**src/rtl/core/urb_pkg.sv**
```systemverilog
// Package with the command codes, error bits and constants of the serial ring buffers.
package urb_pkg;

	typedef enum logic [2:0] {
		CMD_LINE_RX  = 3'd0,
		CMD_GET_RX   = 3'd1,
		CMD_PUT_TX   = 3'd2,
		CMD_TX_READY = 3'd3,
		CMD_FLUSH_RX = 3'd4
	} cmd_t;

	localparam int unsigned ERR_W = 3;
	localparam int unsigned ERR_FRAME_BIT = 0;
	localparam int unsigned ERR_OVERRUN_BIT = 1;
	localparam logic [ERR_W-1:0] ERR_OVERFLOW = 3'b100;
	localparam logic [7:0] ERROR_CHAR = 8'h58;
	localparam int unsigned WAIT_W = 5;

endpackage

```
**src/rtl/core/urb_ifs.sv**
```systemverilog
// Request and response channel interfaces of the serial ring buffers.
interface urb_req_if;
	logic       valid;
	logic       ready;
	logic [2:0] command;
	logic [7:0] byte_in;
	logic       frame_error;
	logic       data_overrun;

	modport source (output valid, command, byte_in, frame_error, data_overrun, input ready);
	modport sink (input valid, command, byte_in, frame_error, data_overrun, output ready);
endinterface

interface urb_rsp_if;
	logic       valid;
	logic       ready;
	logic [7:0] rx_byte;
	logic       rx_valid;
	logic [2:0] rx_error;
	logic [7:0] line_byte;
	logic       line_valid;
	logic       put_accepted;
	logic       tx_irq_enable;
	logic [4:0] rx_waiting;

	modport source (output valid, rx_byte, rx_valid, rx_error, line_byte, line_valid,
		put_accepted, tx_irq_enable, rx_waiting, input ready);
	modport sink (input valid, rx_byte, rx_valid, rx_error, line_byte, line_valid,
		put_accepted, tx_irq_enable, rx_waiting, output ready);
endinterface

```
**src/rtl/core/urb_ram.sv**
```systemverilog
// Generic simple dual-port RAM with one write port and one registered read port.
module urb_ram #(
	parameter int unsigned WIDTH = 8,
	parameter int unsigned DEPTH = 32
) (
	input  logic                     clk,
	input  logic                     wr_en,
	input  logic [$clog2(DEPTH)-1:0] wr_addr,
	input  logic [WIDTH-1:0]         wr_data,
	input  logic                     rd_en,
	input  logic [$clog2(DEPTH)-1:0] rd_addr,
	output logic [WIDTH-1:0]         rd_data
);

	logic [WIDTH-1:0] mem_q [DEPTH];

	always_ff @(posedge clk) begin
		if (wr_en) begin
			mem_q[wr_addr] <= wr_data;
		end
		if (rd_en) begin
			rd_data <= mem_q[rd_addr];
		end
	end

endmodule

```
**src/rtl/core/uart_rx_tx_ring_buffers_unit.sv**
```systemverilog
// Top level of the serial receive and transmit ring buffers.
// A result passes the RAM read stage and then the output register after its request is accepted.
// Throughput: one request per cycle; input and read stage stall only when the output is held.
// Pointers, error bits and the interrupt enable live in flip-flops; the bytes live in two RAMs.
// Reset clears pointers, error bits, enable and stage valids at once; RAM contents are undefined.
// No clearing pass is needed, since an entry is only read after it has been written.
module uart_rx_tx_ring_buffers_unit #(
	parameter int unsigned RX_DEPTH = 32,
	parameter int unsigned TX_DEPTH = 32
) (
	input  logic     clk,
	input  logic     arst_n,
	urb_req_if.sink  req,
	urb_rsp_if.source rsp
);

	localparam int unsigned RX_PW = $clog2(RX_DEPTH);
	localparam int unsigned TX_PW = $clog2(TX_DEPTH);

	// Ring pointers. Both rings keep one slot empty, so equal pointers mean empty.
	logic [RX_PW-1:0] rx_wr_q, rx_rd_q, rx_wr_d, rx_rd_d, rx_wr_nxt, rx_rd_nxt;
	logic [TX_PW-1:0] tx_wr_q, tx_rd_q, tx_wr_d, tx_rd_d, tx_wr_nxt, tx_rd_nxt;
	logic [urb_pkg::ERR_W-1:0] err_q, err_d, line_err;
	logic tx_en_q, tx_en_d;

	// RAM access requests for the accepted item.
	logic       rx_we, rx_re, tx_we, tx_re;
	logic [7:0] rx_wdata;
	logic [7:0] rx_rdata, tx_rdata;
	logic       put_ok;

	// The read stage holds everything of the result except the RAM data.
	logic       s1_valid_q;
	logic       rx_pop_s1, tx_pop_s1, put_ok_s1, tx_en_s1;
	logic [urb_pkg::ERR_W-1:0] err_s1;
	logic [urb_pkg::WAIT_W-1:0] wait_s1;

	logic       out_valid_q;
	logic       s1_adv, accept;

	logic [RX_PW:0] rx_diff;
	logic [RX_PW+urb_pkg::WAIT_W:0] rx_diff_ext;

	assign s1_adv   = !out_valid_q || rsp.ready;
	assign req.ready = !s1_valid_q || s1_adv;
	assign accept   = req.valid && req.ready;

	assign rx_wr_nxt = (rx_wr_q == RX_PW'(RX_DEPTH - 1)) ? '0 : rx_wr_q + 1'b1;
	assign rx_rd_nxt = (rx_rd_q == RX_PW'(RX_DEPTH - 1)) ? '0 : rx_rd_q + 1'b1;
	assign tx_wr_nxt = (tx_wr_q == TX_PW'(TX_DEPTH - 1)) ? '0 : tx_wr_q + 1'b1;
	assign tx_rd_nxt = (tx_rd_q == TX_PW'(TX_DEPTH - 1)) ? '0 : tx_rd_q + 1'b1;

	always_comb begin
		line_err = '0;
		line_err[urb_pkg::ERR_FRAME_BIT] = req.frame_error;
		line_err[urb_pkg::ERR_OVERRUN_BIT] = req.data_overrun;
	end

	// Command decode: pointer updates and the RAM access for one request.
	// A write goes to the advanced write pointer, a read to the advanced read pointer.
	always_comb begin
		rx_wr_d  = rx_wr_q;
		rx_rd_d  = rx_rd_q;
		tx_wr_d  = tx_wr_q;
		tx_rd_d  = tx_rd_q;
		err_d    = err_q;
		tx_en_d  = tx_en_q;
		rx_we    = 1'b0;
		rx_re    = 1'b0;
		tx_we    = 1'b0;
		tx_re    = 1'b0;
		put_ok   = 1'b0;
		rx_wdata = (line_err != '0) ? urb_pkg::ERROR_CHAR : req.byte_in;
		case (urb_pkg::cmd_t'(req.command))
			urb_pkg::CMD_LINE_RX: begin
				// A full receive ring drops the byte and reports only the overflow.
				if (rx_wr_nxt == rx_rd_q) begin
					err_d = urb_pkg::ERR_OVERFLOW;
				end else begin
					err_d   = line_err;
					rx_wr_d = rx_wr_nxt;
					rx_we   = 1'b1;
				end
			end
			urb_pkg::CMD_GET_RX: begin
				if (rx_wr_q != rx_rd_q) begin
					rx_rd_d = rx_rd_nxt;
					rx_re   = 1'b1;
				end
			end
			urb_pkg::CMD_PUT_TX: begin
				// The enable is set even when a full ring refuses the byte.
				if (tx_wr_nxt != tx_rd_q) begin
					tx_wr_d = tx_wr_nxt;
					tx_we   = 1'b1;
					put_ok  = 1'b1;
				end
				tx_en_d = 1'b1;
			end
			urb_pkg::CMD_TX_READY: begin
				if (tx_wr_q == tx_rd_q) begin
					tx_en_d = 1'b0;
				end else begin
					tx_rd_d = tx_rd_nxt;
					tx_re   = 1'b1;
				end
			end
			urb_pkg::CMD_FLUSH_RX: begin
				rx_wr_d = rx_rd_q;
			end
			default: begin
			end
		endcase
	end

	// Waiting count is (write - read) mod depth on the updated pointers, cut to five bits.
	always_comb begin
		if (rx_wr_d >= rx_rd_d) begin
			rx_diff = {1'b0, rx_wr_d} - {1'b0, rx_rd_d};
		end else begin
			rx_diff = {1'b0, rx_wr_d} + (RX_PW + 1)'(RX_DEPTH) - {1'b0, rx_rd_d};
		end
		rx_diff_ext = (RX_PW + urb_pkg::WAIT_W + 1)'(rx_diff);
	end

	urb_ram #(.WIDTH(8), .DEPTH(RX_DEPTH)) u_rx_ram (
		.clk     (clk),
		.wr_en   (accept && rx_we),
		.wr_addr (rx_wr_d),
		.wr_data (rx_wdata),
		.rd_en   (accept && rx_re),
		.rd_addr (rx_rd_d),
		.rd_data (rx_rdata)
	);

	urb_ram #(.WIDTH(8), .DEPTH(TX_DEPTH)) u_tx_ram (
		.clk     (clk),
		.wr_en   (accept && tx_we),
		.wr_addr (tx_wr_d),
		.wr_data (req.byte_in),
		.rd_en   (accept && tx_re),
		.rd_addr (tx_rd_d),
		.rd_data (tx_rdata)
	);

	// State registers change only on an accepted request.
	always_ff @(posedge clk or negedge arst_n) begin
		if (!arst_n) begin
			rx_wr_q <= '0;
			rx_rd_q <= '0;
			tx_wr_q <= '0;
			tx_rd_q <= '0;
			err_q   <= '0;
			tx_en_q <= 1'b0;
		end else if (accept) begin
			rx_wr_q <= rx_wr_d;
			rx_rd_q <= rx_rd_d;
			tx_wr_q <= tx_wr_d;
			tx_rd_q <= tx_rd_d;
			err_q   <= err_d;
			tx_en_q <= tx_en_d;
		end
	end

	// Read stage: the item waits here for the RAM data. The RAM output holds while
	// this stage stalls, because no new read is issued until it moves on.
	always_ff @(posedge clk or negedge arst_n) begin
		if (!arst_n) begin
			s1_valid_q <= 1'b0;
		end else if (req.ready) begin
			s1_valid_q <= req.valid;
		end
	end

	always_ff @(posedge clk) begin
		if (accept) begin
			rx_pop_s1 <= rx_re;
			tx_pop_s1 <= tx_re;
			put_ok_s1 <= put_ok;
			tx_en_s1  <= tx_en_d;
			err_s1    <= err_d;
			wait_s1   <= rx_diff_ext[urb_pkg::WAIT_W-1:0];
		end
	end

	// Output register: the result waits here until the consumer takes it.
	always_ff @(posedge clk or negedge arst_n) begin
		if (!arst_n) begin
			out_valid_q <= 1'b0;
		end else if (s1_adv) begin
			out_valid_q <= s1_valid_q;
		end
	end

	always_ff @(posedge clk) begin
		if (s1_valid_q && s1_adv) begin
			rsp.rx_byte       <= rx_pop_s1 ? rx_rdata : '0;
			rsp.rx_valid      <= rx_pop_s1;
			rsp.rx_error      <= err_s1;
			rsp.line_byte     <= tx_pop_s1 ? tx_rdata : '0;
			rsp.line_valid    <= tx_pop_s1;
			rsp.put_accepted  <= put_ok_s1;
			rsp.tx_irq_enable <= tx_en_s1;
			rsp.rx_waiting    <= wait_s1;
		end
	end

	assign rsp.valid = out_valid_q;

	// A non-empty transmit ring always has its interrupt enable set.
	a_tx_nonempty_enabled: assert property (@(posedge clk) disable iff (!arst_n)
		(tx_wr_q != tx_rd_q) |-> tx_en_q)
		else $error("transmit ring holds bytes with the enable cleared");

	// The overflow error is never reported together with line error bits.
	a_overflow_alone: assert property (@(posedge clk) disable iff (!arst_n)
		err_q[2] |-> (err_q[1:0] == 2'b00))
		else $error("overflow error mixed with line error bits");

	// Requests are refused only while both the read stage and the output are occupied.
	a_ready_only_when_full: assert property (@(posedge clk) disable iff (!arst_n)
		!req.ready |-> (s1_valid_q && out_valid_q))
		else $error("request refused with room in the pipeline");

	// A stalled read stage keeps its item.
	a_s1_hold: assert property (@(posedge clk) disable iff (!arst_n)
		(s1_valid_q && !s1_adv) |=> (s1_valid_q && $stable(rx_pop_s1) && $stable(tx_pop_s1)))
		else $error("read stage lost its item while stalled");

	// A get on a non-empty ring always produces a popped byte in the next stage.
	a_get_pops: assert property (@(posedge clk) disable iff (!arst_n)
		(accept && req.command == urb_pkg::CMD_GET_RX && rx_wr_q != rx_rd_q)
		|=> (s1_valid_q && rx_pop_s1))
		else $error("get on a non-empty ring did not pop");

endmodule
```
**src/flat_wrapper.sv**
```systemverilog
// flat-port wrapper written by rule: the top's interface ports become plain ports
module uart_rx_tx_ring_buffers_unit_flat 
#(
	parameter int unsigned RX_DEPTH = 32,
	parameter int unsigned TX_DEPTH = 32
)
  (clk, arst_n, req_valid, req_command, req_byte_in, req_frame_error, req_data_overrun, req_ready, rsp_valid, rsp_rx_byte, rsp_rx_valid, rsp_rx_error, rsp_line_byte, rsp_line_valid, rsp_put_accepted, rsp_tx_irq_enable, rsp_rx_waiting, rsp_ready);
  urb_req_if req_i ();
  urb_rsp_if rsp_i ();
  input  logic clk;
  input  logic arst_n;
  input wire logic [$bits(req_i.valid)-1:0] req_valid;
  input wire logic [$bits(req_i.command)-1:0] req_command;
  input wire logic [$bits(req_i.byte_in)-1:0] req_byte_in;
  input wire logic [$bits(req_i.frame_error)-1:0] req_frame_error;
  input wire logic [$bits(req_i.data_overrun)-1:0] req_data_overrun;
  output wire logic [$bits(req_i.ready)-1:0] req_ready;
  output wire logic [$bits(rsp_i.valid)-1:0] rsp_valid;
  output wire logic [$bits(rsp_i.rx_byte)-1:0] rsp_rx_byte;
  output wire logic [$bits(rsp_i.rx_valid)-1:0] rsp_rx_valid;
  output wire logic [$bits(rsp_i.rx_error)-1:0] rsp_rx_error;
  output wire logic [$bits(rsp_i.line_byte)-1:0] rsp_line_byte;
  output wire logic [$bits(rsp_i.line_valid)-1:0] rsp_line_valid;
  output wire logic [$bits(rsp_i.put_accepted)-1:0] rsp_put_accepted;
  output wire logic [$bits(rsp_i.tx_irq_enable)-1:0] rsp_tx_irq_enable;
  output wire logic [$bits(rsp_i.rx_waiting)-1:0] rsp_rx_waiting;
  input wire logic [$bits(rsp_i.ready)-1:0] rsp_ready;
  assign req_i.valid = req_valid;
  assign req_i.command = req_command;
  assign req_i.byte_in = req_byte_in;
  assign req_i.frame_error = req_frame_error;
  assign req_i.data_overrun = req_data_overrun;
  assign req_ready = req_i.ready;
  assign rsp_valid = rsp_i.valid;
  assign rsp_rx_byte = rsp_i.rx_byte;
  assign rsp_rx_valid = rsp_i.rx_valid;
  assign rsp_rx_error = rsp_i.rx_error;
  assign rsp_line_byte = rsp_i.line_byte;
  assign rsp_line_valid = rsp_i.line_valid;
  assign rsp_put_accepted = rsp_i.put_accepted;
  assign rsp_tx_irq_enable = rsp_i.tx_irq_enable;
  assign rsp_rx_waiting = rsp_i.rx_waiting;
  assign rsp_i.ready = rsp_ready;
  uart_rx_tx_ring_buffers_unit #(.RX_DEPTH(RX_DEPTH), .TX_DEPTH(TX_DEPTH)) u_core (.clk(clk), .arst_n(arst_n), .req(req_i), .rsp(rsp_i));
endmodule
```
**config.mk**
```make
export PLATFORM = sky130hd
export DESIGN_NAME = uart_rx_tx_ring_buffers_unit_flat
export DESIGN_NICKNAME = d
export VERILOG_FILES = /design/src/rtl/core/urb_pkg.sv /design/src/rtl/core/urb_ifs.sv /design/src/rtl/core/urb_ram.sv /design/src/rtl/core/uart_rx_tx_ring_buffers_unit.sv /design/src/flat_wrapper.sv
export SDC_FILE = /design/constraint.sdc
export NUM_CORES = 1
export LEC_CHECK = 0
export ABC_AREA = 1
export BUFFER_PORTS_ARGS = -buffer_cell sky130_fd_sc_hd__buf_2
export CAP_MARGIN = 40
export CORE_ASPECT_RATIO = 0.5
export CORE_MARGIN = 8
export CORE_UTILIZATION = 62
export DETAILED_ROUTE_END_ITERATION = 10
export GPL_TIMING_DRIVEN = 1
export PLACE_DENSITY = 0.88
export SYNTH_ARGS = -nofsm -noshare
export SYNTH_HDL_FRONTEND = slang
export SYNTH_SLANG_ARGS = --single-unit
```
**constraint.sdc**
```tcl
create_clock -name clk -period 5.9 [get_ports clk]
set_clock_uncertainty 0.1 [all_clocks]
set_input_delay 1.77 -clock clk [delete_from_list [all_inputs] [get_ports clk]]
set_output_delay 1.77 -clock clk [all_outputs]
set_load 0.1 [all_outputs]
```
==> impl_metrics.json <==
{
  "core_um2": 43300,
  "synth_flop_cell": "edfxtp_1",
  "drive_above_1_share_pct": 6.83,
  "clk_pin_slew_ns": 0.07,
  "h-tree-depth": 2,
  "synth_area_leader_cell": "edfxtp_1",
  "mappedNetlistNets": 2759,
  "fp.dieH_um": 164,
  "first_pass_iters": 8,
  "area_growth_syn_to_layout_pct": 8.13,
  "clk_latency_ns": 0.58,
  "arrival_ns": 4.57,
  "fin_cells": 3370,
  "path_class": "in2reg",
  "setup_viol": 0,
  "hold_buffers": 0,
  "hold_violations": 0,
  "finalCriticalPeriod_ns": 4.46,
  "worst_slack_ns": 1.44,
  "grtUsageTotal_pct": 24.9,
  "drt-initial-drc-count": 2773,
  "powerDensity_nw_per_um2": 435,
  "routed_wl_um": 64800,
  "postSynth.asyncResetShare_pct": 4.38,
  "worst_pin_slew_ns": 0.900,
  "postCtsResizedCells": 0,
  "io_pins": 47,
  "dp_hpwl_um": 39300,
  "synth-seq-cells": 594,
  "tns_ns": 0,
  "slew_violations": 0,
  "cp-end-kind": "register",
  "yosysSeqAreaShare_pct": 65.5,
  "ys_top_cells_by_area": "edfxtp_1 63%, nand3_1 11%, nand2_1 8.6%",
  "fmax_mhz": 224,
  "crit_required_ns": 6.02,
  "cts_tree": "yes",
  "yosys_warnings": 0,
  "antenna_found_initial": 0,
  "wl_per_cell_um": 19.2,
  "route.vias.total": 19500,
  "dp_cells": 3283,
  "post-cts-setup-buffers": 0,
  "ir_worst_vdd_v": 0.000374,
  "gp_congestion": 0.943,
  "die_w_um": 311,
  "cts-root-buf": "clkbuf_16",
  "syn_area_um2": 27000,
  "dieArea_um2": 50900,
  "antenna_left": 0,
  "hold_class": "reg2reg",
  "portBuffers": 46,
  "grt_pass1_vias": 19200,
  "syn_inst": 2729,
  "rsz0062_at_grt": "false",
  "drc": 0,
  "dp_slack_ns": 1.01,
  "fin_crit_sh_pct": 75.5,
  "grt_overflow": 0,
  "fillers": 2945,
  "numClockSinks": 594,
  "worst-path-max-fanout": 8,
  "n_antenna_cell": 0,
  "rows": 54,
  "synth_cell_types": 37,
  "vias_per_cell": 5.77,
  "grt_max_degree": 81,
  "cts_buffers": 51,
  "initial_core_util_pct": 62.4,
  "grt_pass1_wl_um": 101000,
  "status": "completed",
  "avgSynthCellArea_um2": 9.90,
  "yosysTopAreaCellShare_pct": 63.1,
  "fin_nets": 2778,
  "max-slew-margin-rel_pct": 40.0,
  "synth_edf_count": 568,
  "p_leak_uw": 0.0128,
  "clk_path_buf_depth": 3,
  "crit_path_start_kind": "input port",
  "cap_violations": 0
}
## worst max-delay path, stage by stage
cell,delay [ns]
buf_2,0.13
nor2_2,0.22
inv_1,0.12
nor2_1,0.27
inv_1,0.12
nor2_1,0.18
nand2_1,0.07
nand3_1,0.10
o21ai_2,0.10
inv_1,0.10
nand3_1,0.58
nor2_1,0.80
## through the flow
stage               cell area, µm²  hold WS (ns)  util [%]  power (µW)
floorplan                    27000         0.300         -        8310
global placement             27700         0.302      63.9        9320
detailed placement           27700         0.305      64.0        9490
CTS                          29200         0.320      67.5       12600
global route                 29200         0.328      67.5       13200
finish                       29200         0.319      67.5       12700
## synth_stat cells, types with 7 or more instances
master	instances
nor2_1	105
buf_2	56
inv_1	594
nand3_1	590
ha_1	12
buf_6	8
clkbuf_1	32
nand2_1	618
o21ai_0	33
dfrtp_1	26
buf_4	14
inv_2	7
edfxtp_1	568
## worst paths after layout
| path | start | endpoint | slack, ns | cells after the start |
|---|---|---|---|---|
| min reg2reg | u_core.err_s1[1] | u_core.rsp.rx_error[1] | 0.32 | 0 |
| max reg2reg | u_core.rx_wr_q[0] | u_core.u_rx_ram.mem_q[29][0] | 1.62 | 14 |
| min | u_core.err_s1[1] | u_core.rsp.rx_error[1] | 0.32 | 0 |
| max | req_command[1] | u_core.u_rx_ram.mem_q[29][0] | 1.44 | 12 |
| min in group asynchronous | arst_n | u_core.rx_wr_q[0] | 1.11 | 1 |
| max in group asynchronous | arst_n | u_core.err_q[0] | 4.16 | 1 |
## routing by layer
metal	vias up	routed length, µm	GRT usage [%]
met1	9025	23600	30.9
li1	8830	-	-
met3	270	6850	4.65
met2	1326	31300	42.7
met5	-	0	0
met4	0	3020	11.4
## where the power goes
group	leakage, µW	switching (µW)	internal, µW
clock	0.000739	1490	1650
sequential	0.00547	127	4840
combinational	0.00655	3340	1260
total	0.0128	4950	7740
## logic make-up (layout without fill, tap and decap cells)
| kind of cell | count (synthesis) | after routing | share of synthesized area (%) |
|---|---|---|---|
| xor+xnor | 12 | 12 | 0.389 |
| fa+ha+maj | 13 | 13 | 0.630 |
| compound gates | 50 | 50 | 1.02 |
| simple gates | 1345 | 1345 | 21.8 |
| buf+inv | 715 | 768 | 10.6 |
| flops | 594 | 594 | 65.5 |
## flip-flops by register name, indices dropped and copies added, names as in the netlist, 5 cells and up
signal	count
u_core.rsp.rx_byte	8
u_core.rx_rd_q	5
u_core.rx_wr_q	5
u_core.wait_s1	5
u_core.rsp.line_byte	8
u_core.u_tx_ram.mem_q	256
u_core.tx_wr_q	5
u_core.u_tx_ram.rd_data	8
u_core.u_rx_ram.mem_q	256
u_core.rsp.rx_waiting	5
u_core.u_rx_ram.rd_data	8
u_core.tx_rd_q	5
## final cells by class
cell class	count	area (µm²)	area share (%)
sequential	594	17700	60.6
tap	588	736	2.52
multi-input combinational	1420	6500	22.2
inverter	603	2270	7.76
clock inverter	27	159	0.544
timing repair buffer	78	523	1.79
clock buffer	60	1330	4.56
## placed cells by master (no fill, tap or decap), drive strengths merged
master	Yosys	final
inv	601	602
clkinv	2	27
fa	1	1
nand3	594	594
nand4	2	2
dfrtp	26	26
ha	12	12
xnor2	6	6
nand2	625	625
clkbuf	32	60
nand3b	2	2
edfxtp	568	568
nor2	109	109
buf	80	78
nor3	5	5
o21ai	39	39
o211ai	1	1
or2	6	6
o22ai	4	4
nand2b	1	1
xor2	6	6
a21oi	5	5
bufinv	0	1
and3	1	1
o21a	1	1
Power figures use the tool's default switching activity.
